==> src/rtl/ppp_pkg.sv <==
// Shared types, constants and register codes of the perspective point projection block.
package ppp_pkg;

    localparam int DATA_W          = 32;
    localparam int COEFF_COUNT     = 16;
    localparam int COEFF_IDX_W     = $clog2(COEFF_COUNT);
    localparam int FRAC_BITS       = 16;
    localparam int CLIP_ROWS       = 3;
    localparam int CLIP_W          = 2 * DATA_W - FRAC_BITS + 2;
    localparam int NDC_LIMIT_SHIFT = 40;
    localparam int Q_W             = NDC_LIMIT_SHIFT;
    localparam int INT_W           = Q_W - FRAC_BITS;
    localparam int NDC_W           = Q_W + 2;
    localparam int DIM_W           = 14;
    localparam int K_W             = DIM_W + 1;
    localparam int PROD_W          = NDC_W + K_W;
    localparam int SUM_W           = PROD_W + 1;
    localparam int QUEUE_DEPTH     = 4;
    localparam int QUEUE_PTR_W     = $clog2(QUEUE_DEPTH);
    localparam int ADDR_W          = 3;
    localparam int REG_IDX_W       = ADDR_W - 2;

    // Visibility threshold 0.098, rounded to nearest in the fixed-point format.
    localparam logic signed [CLIP_W-1:0] W_THRESH =
        CLIP_W'(((98 << FRAC_BITS) + 500) / 1000);

    localparam logic OP_LOAD    = 1'b0;
    localparam logic OP_PROJECT = 1'b1;

    localparam logic [REG_IDX_W-1:0] REG_SCREEN_WIDTH  = REG_IDX_W'(0);
    localparam logic [REG_IDX_W-1:0] REG_SCREEN_HEIGHT = REG_IDX_W'(1);

    localparam logic [DIM_W-1:0] WIDTH_RESET  = DIM_W'(1920);
    localparam logic [DIM_W-1:0] HEIGHT_RESET = DIM_W'(1080);

    typedef struct packed {
        logic                     op;
        logic [COEFF_IDX_W-1:0]   coeff_index;
        logic signed [DATA_W-1:0] coeff_value;
        logic signed [DATA_W-1:0] pos_x;
        logic signed [DATA_W-1:0] pos_y;
        logic signed [DATA_W-1:0] pos_z;
    } t_in_req;

    typedef struct packed {
        logic                     visible;
        logic signed [DATA_W-1:0] screen_x;
        logic signed [DATA_W-1:0] screen_y;
    } t_out_res;

    typedef struct packed {
        logic                     visible;
        logic signed [CLIP_W-1:0] cx;
        logic signed [CLIP_W-1:0] cy;
        logic signed [CLIP_W-1:0] cw;
    } t_clip;

    typedef struct packed {
        logic full;
        logic empty;
    } t_queue_status;

    typedef struct packed {
        logic [DIM_W-1:0] width;
        logic [DIM_W-1:0] height;
    } t_screen_cfg;

endpackage

==> src/rtl/ppp_queue.sv <==
// Short queue of clip values between the front and back parts.
module ppp_queue (
    input  logic                   i_clk,
    input  logic                   i_rst_n,
    input  logic                   i_push,
    input  ppp_pkg::t_clip         i_data,
    input  logic                   i_pop,
    output ppp_pkg::t_clip         o_data,
    output ppp_pkg::t_queue_status o_status
);
    import ppp_pkg::*;

    t_clip                  r_mem [QUEUE_DEPTH];
    logic [QUEUE_PTR_W-1:0] r_wptr;
    logic [QUEUE_PTR_W-1:0] r_rptr;
    logic [QUEUE_PTR_W:0]   r_count;

    assign o_status.full  = (r_count == (QUEUE_PTR_W + 1)'(QUEUE_DEPTH));
    assign o_status.empty = (r_count == '0);
    assign o_data         = r_mem[r_rptr];

    always_ff @(posedge i_clk) begin
        if (!i_rst_n) begin
            r_wptr  <= '0;
            r_rptr  <= '0;
            r_count <= '0;
        end else begin
            if (i_push) begin
                r_wptr <= r_wptr + 1'b1;
            end
            if (i_pop) begin
                r_rptr <= r_rptr + 1'b1;
            end
            if (i_push && !i_pop) begin
                r_count <= r_count + 1'b1;
            end else if (i_pop && !i_push) begin
                r_count <= r_count - 1'b1;
            end
        end
    end

    always_ff @(posedge i_clk) begin
        if (i_push) begin
            r_mem[r_wptr] <= i_data;
        end
    end

    a_no_overflow: assert property (@(posedge i_clk) disable iff (!i_rst_n)
        !(i_push && o_status.full))
        else $error("queue written while full");

    a_no_underflow: assert property (@(posedge i_clk) disable iff (!i_rst_n)
        !(i_pop && o_status.empty))
        else $error("queue read while empty");

    a_count_tracks_ptrs: assert property (@(posedge i_clk) disable iff (!i_rst_n)
        (r_wptr - r_rptr) == r_count[QUEUE_PTR_W-1:0])
        else $error("queue count disagrees with pointers");

    a_count_up: assert property (@(posedge i_clk) disable iff (!i_rst_n)
        (i_push && !i_pop) |=> (r_count == $past(r_count) + 1'b1))
        else $error("queue count did not rise on write");

endmodule

==> config.mk <==
export PLATFORM = sky130hd
export DESIGN_NAME = ppp_queue
export DESIGN_NICKNAME = d
export VERILOG_FILES = /design/src/rtl/ppp_pkg.sv /design/src/rtl/ppp_queue.sv
export SDC_FILE = /design/constraint.sdc
export NUM_CORES = 1
export LEC_CHECK = 0
export ABC_AREA = 1
export BUFFER_PORTS_ARGS = -buffer_cell sky130_fd_sc_hd__buf_2
export CAP_MARGIN = 20
export CORE_MARGIN = 2
export CORE_UTILIZATION = 30
export DETAILED_ROUTE_END_ITERATION = 6
export PLACE_DENSITY_LB_ADDON = 0.1
export SLEW_MARGIN = 20
export SYNTH_ARGS = -nofsm -noshare
export SYNTH_HDL_FRONTEND = slang
export SYNTH_SLANG_ARGS = --single-unit
==> constraint.sdc <==
create_clock -name i_clk -period 5.8 [get_ports i_clk]
set_input_delay 0.58 -clock i_clk [delete_from_list [all_inputs] [get_ports i_clk]]
set_output_delay 0.58 -clock i_clk [all_outputs]
set_load 0.01 [all_outputs]
; ---- Word-level counts from Yosys, hierarchy flattened
; Memories as Yosys holds them, arrays and structs flattened. A register that Yosys moved wholly into a read port is not among the register bits.
; Index checks and enable logic that the tools add are counted.
; W data, S select, Z words.
[op_classes]
n_reduce_logical = 6
mux = 6
add_sub_neg = 4
eq_ne = 1
[op_table]
columns = cell, count
row1 = $mux W3, 2
row2 = $add A2 B1 Y2 const B, 2
row3 = $mux W2, 2
row4 = $add A3 B1 Y3 const B, 1
row5 = $eq A3 B3 Y1 const B, 1
row6 = $logic_not A3 Y1, 1
row7 = $sub A3 B1 Y3 const B, 1
row8 = $logic_and A1 B1 Y1, 2
row9 = $logic_not A1 Y1, 2
row10 = $mux W1, 2
row11 = $reduce_bool A2 Y1, 1
[totals]
mem_count = 1
ff_bits = 7
wordCells = 21
ramBits = 604
output_inout_bits = 153
[memory_table]
columns = name, words, word_bits, read_ports, rd_ports_with_merged_regs, wr, line_no
row1 = r_mem, 4, 151, 1, 1, 1, ppp_queue.sv:13  ; t_clip r_mem [QUEUE_DEPTH];

; ---- Longest topological paths before layout
[logic_depth]
word_depth = 4
mapped_depth = 10
mapped_depth_nobuf = 10

; ---- Worst setup path after synthesis
; No wires, ideal clock.
[synth_timing]
path_type = input to register
from = input i_push
to = memory r_mem[2][0] (netlist bit), enable pin
path_stages = 2
path_slack_ps = 1778
t_arrival_ps = 3518
required_time_ps = 5296
cell_sequence = nand2_1 inv_1
[synth_between]
elab_chain_len = 2
[synth_lines]
columns = item, line_no
row1 = from (decl), ppp_queue.sv:5  ; input logic i_push,
row2 = $mux W1, ppp_queue.sv:43  ; if (i_push) begin
row3 = $mux W1 (not written as such), ppp_queue.sv:44  ; r_mem[r_wptr] <= i_data;
row4 = to (decl), ppp_queue.sv:13
; Every way passes these cells.

==> metrics.md <==
| Metric | Value |
|---|---|
| Status | complete, no violations |
| CTS tree | done |
| DRT Pass-1 Iters | 5 |
| HPWL Detailed | 31400 um |
| Clock Sinks | 613 |
| Largest family of logic cells by synthesized area | compound AO/OA/AOI/OAI gates |
| RSZ-0062 raised after global routing | false |
| Worst vdd ir | ~160 uV |
| Syn nets | 1679 |
| Crit path arrival time | 3100 ps |
| Via count | 13.6k |
| Kind of cell adding the most delay to the critical path | buffers and inverters |
| Io pins | 308 |
| Max clock buf depth | 3 |
| Worst path slowest cell | buf_4 |
| Drt total wl | 59200 um |
| Synthesized instance count | 1518 |
| Worst slew pin tran | approximately 980 ps |
| Syn Area/Cell | 15.0 um^2 |
| Core region area | about 75000 um^2 |
| Finish-stage setup viols | 0 |
| DRT iter0 DRCs | 836 |
| Total track usage | roughly 15% |
| Crit path launch type | register |
| Setup Buffers After CTS | 0 |
| CTS resizes | 0 |
| Post-DR vias/cell | 4.79 |
| Worst hold path class | primary input to register |
| Critical path fanouts, max | 108 |
| Most frequent cells after synthesis | edfxtp_1 (604), nor2_1 (307), o21ai_0 (273) |
| Cell Area, Synth | 22700 um^2 |
| Fillers | approximately 7.2k |
| First-pass GRT wire length | between 80000 and 90000 um |
| CP cell instances | inv_8, buf_4, o21ai_0, o22ai_1, buf_2 |
| Final worst path period share | 63.4% |
| Final net count | 1975 |
| Hold WS | 199 ps |
| Max_cap viols | 0 |
| DRC viols | 0 |
| Top-count cell post-synth | edfxtp_1 |
| Number of routed nets with antenna violations | 0 |
| Post-CTS Hold Fix Bufs | 0 |
| Largest net degree at the start of global routing | 140 |
| Synth top area share | 79.9% |
| CP max stage delay | 620 ps |
| Final TNS setup | 0 ps |
| Clock slew at reported path FFs | roughly 60 ps |
| Yosys cell types | 20 |
| Layout cells sized above 1 | 22.9% |
| Max-slew headroom | approximately a third |
| Avg WL per Cell | 20.8 um |
| Die height | 279 um |
| Total power per unit cell area | 373 nW/um^2 |
| Slew Viols, Final | 0 |
| Vias in the first global route | about 14k |
| H-tree depth | 3 |
| Post-synthesis adder-cell area fraction | 0.364% |
| Compound-Gate Fraction of Synth Area | 11.0% |
| Std-Cell Rows | 100 |
| Sequential fraction of the synthesis area | 80.7% |
| Worst skew pair latency | ~600 ps |
| Initial Util | a little under a third |
| Final Wtd Congestion | 0.732 |
| Hold Violations, Final | 0 |
| Top cells by area, synth | edfxtp_1 (80%), o21ai_0 (6.0%), nor2_1 (5.1%) |
| Die width | roughly 280 um |
| Root buf cell | clkbuf_16 |
| Fin crit period | 3680 ps |
| Total die area | 77900 um^2 |
| Critical path buffer and inverter count | 3 |
| Initial antenna violation count | 16 |
| Total CTS buffers | 71 |
| Setup CP Type | register to output pin |
| Mux cell area share after synthesis | 0% |
| Yosys reg bits | a little over 600 |
| Post-synthesis xor/xnor area fraction | 0% |
| Async set or reset register ratio after synthesis | 0% |
| Simple-gate area share of the yosys netlist | 5.32% |
| Yosys warns | 0 |
| Setup Skew | between 15 and 20 ps |
| Port Buffer Count | 307 |
| CP required | between 5000 and 6000 ps |
| Leakage | approximately 9.4 nW |
| Max Freq | 0.272 GHz |
| Post-synth EDFFs | 604 |
| Synth area leader | edfxtp_1 |
| Gr ovfl total | 0 |
| Critical path capture point type | output pin |
| Top_reg_cell synth | edfxtp_1 |
| Layout area overhead | 20.4% |
## stage by stage
stage	total power, mW	worst slack [ps]	cell area [um^2]	std cells	utilization [%]
2_1_floorplan	5.69	1780	22700	1518	-
3_3_place_gp	6.11	2740	25200	2710	33.7
3_5_place_dp	6.12	2670	25200	2710	33.7
4_1_cts	10.4	2030	27300	2837	36.6
5_1_grt	10.6	1840	27300	2840	36.6
6_report	10.2	2120	27300	2841	36.6
## final timing paths
check	depth (start not counted)	end	from	slack, ps
max	5	o_data[68]	register	2120
min	1	r_mem[3][7]$_DFFE_PP_	i_data[7]	200
max reg2reg	4	r_mem[3][63]$_DFFE_PP_	r_wptr[0]$_SDFFE_PN0P_	3370
min reg2reg	1	register	r_rptr[1]$_SDFFE_PN0P_	440
## worst register-to-register path: stages, from the launching register on
cell and delay [ps]:
dfxtp_1 360, ha_1 150, nand2_1 100, inv_6 660
buf_4 750
## kinds of logic after synthesis
family,count (synthesis)
simple gates,320
compound gates,463
buf+inv,116
flops,613
fa+ha+maj,6
## area by class of cell
| cell class | count | area (um^2) | area share [%] |
|---|---|---|---|
| multi-input combinational | 789 | 3800 | 13.9 |
| sequential | 613 | 18300 | 67.0 |
| tap | 969 | 1210 | 4.43 |
| clock inverter | 40 | 279 | 1.02 |
| timing repair buffer | 322 | 1720 | 6.31 |
| antenna | 4 | 10.0 | 0.0366 |
| clock buffer | 87 | 1900 | 6.95 |
| inverter | 17 | 93.8 | 0.343 |
## report_power, final
part / internal (mW) / switching (mW)
registers: 5.07 / 0.0563
logic: 0.270 / 0.598
clock network: 2.46 / 1.73
## flip-flops by register name, summed over array words and instances (netlist names), named ones only
name / count
r_mem: 604
r_count: 3
r_rptr: 2
r_wptr: 2
## per-layer routing
| layer | global-route usage, % | routed length (um) |
|---|---|---|
| met3 | 4.00 | 3530 |
| met5 | 0 | 144 |
| met1 | 19.1 | 25900 |
| met4 | 4.51 | 1120 |
| met2 | 24.7 | 28500 |
## cell usage in the layout (no fill, tap or decap), drive strengths merged
master	n
nor3	2
clkinvlp	1
clkbuf	87
nor2	307
nand3	1
clkinv	34
dfxtp	9
ha	5
o22ai	151
a21oi	4
nand2	9
fa	1
bufinv	3
diode	4
o21ai	308
buf	322
inv	19
nand4	1
edfxtp	604
Note: power is estimated with default switching activity, not from simulation.
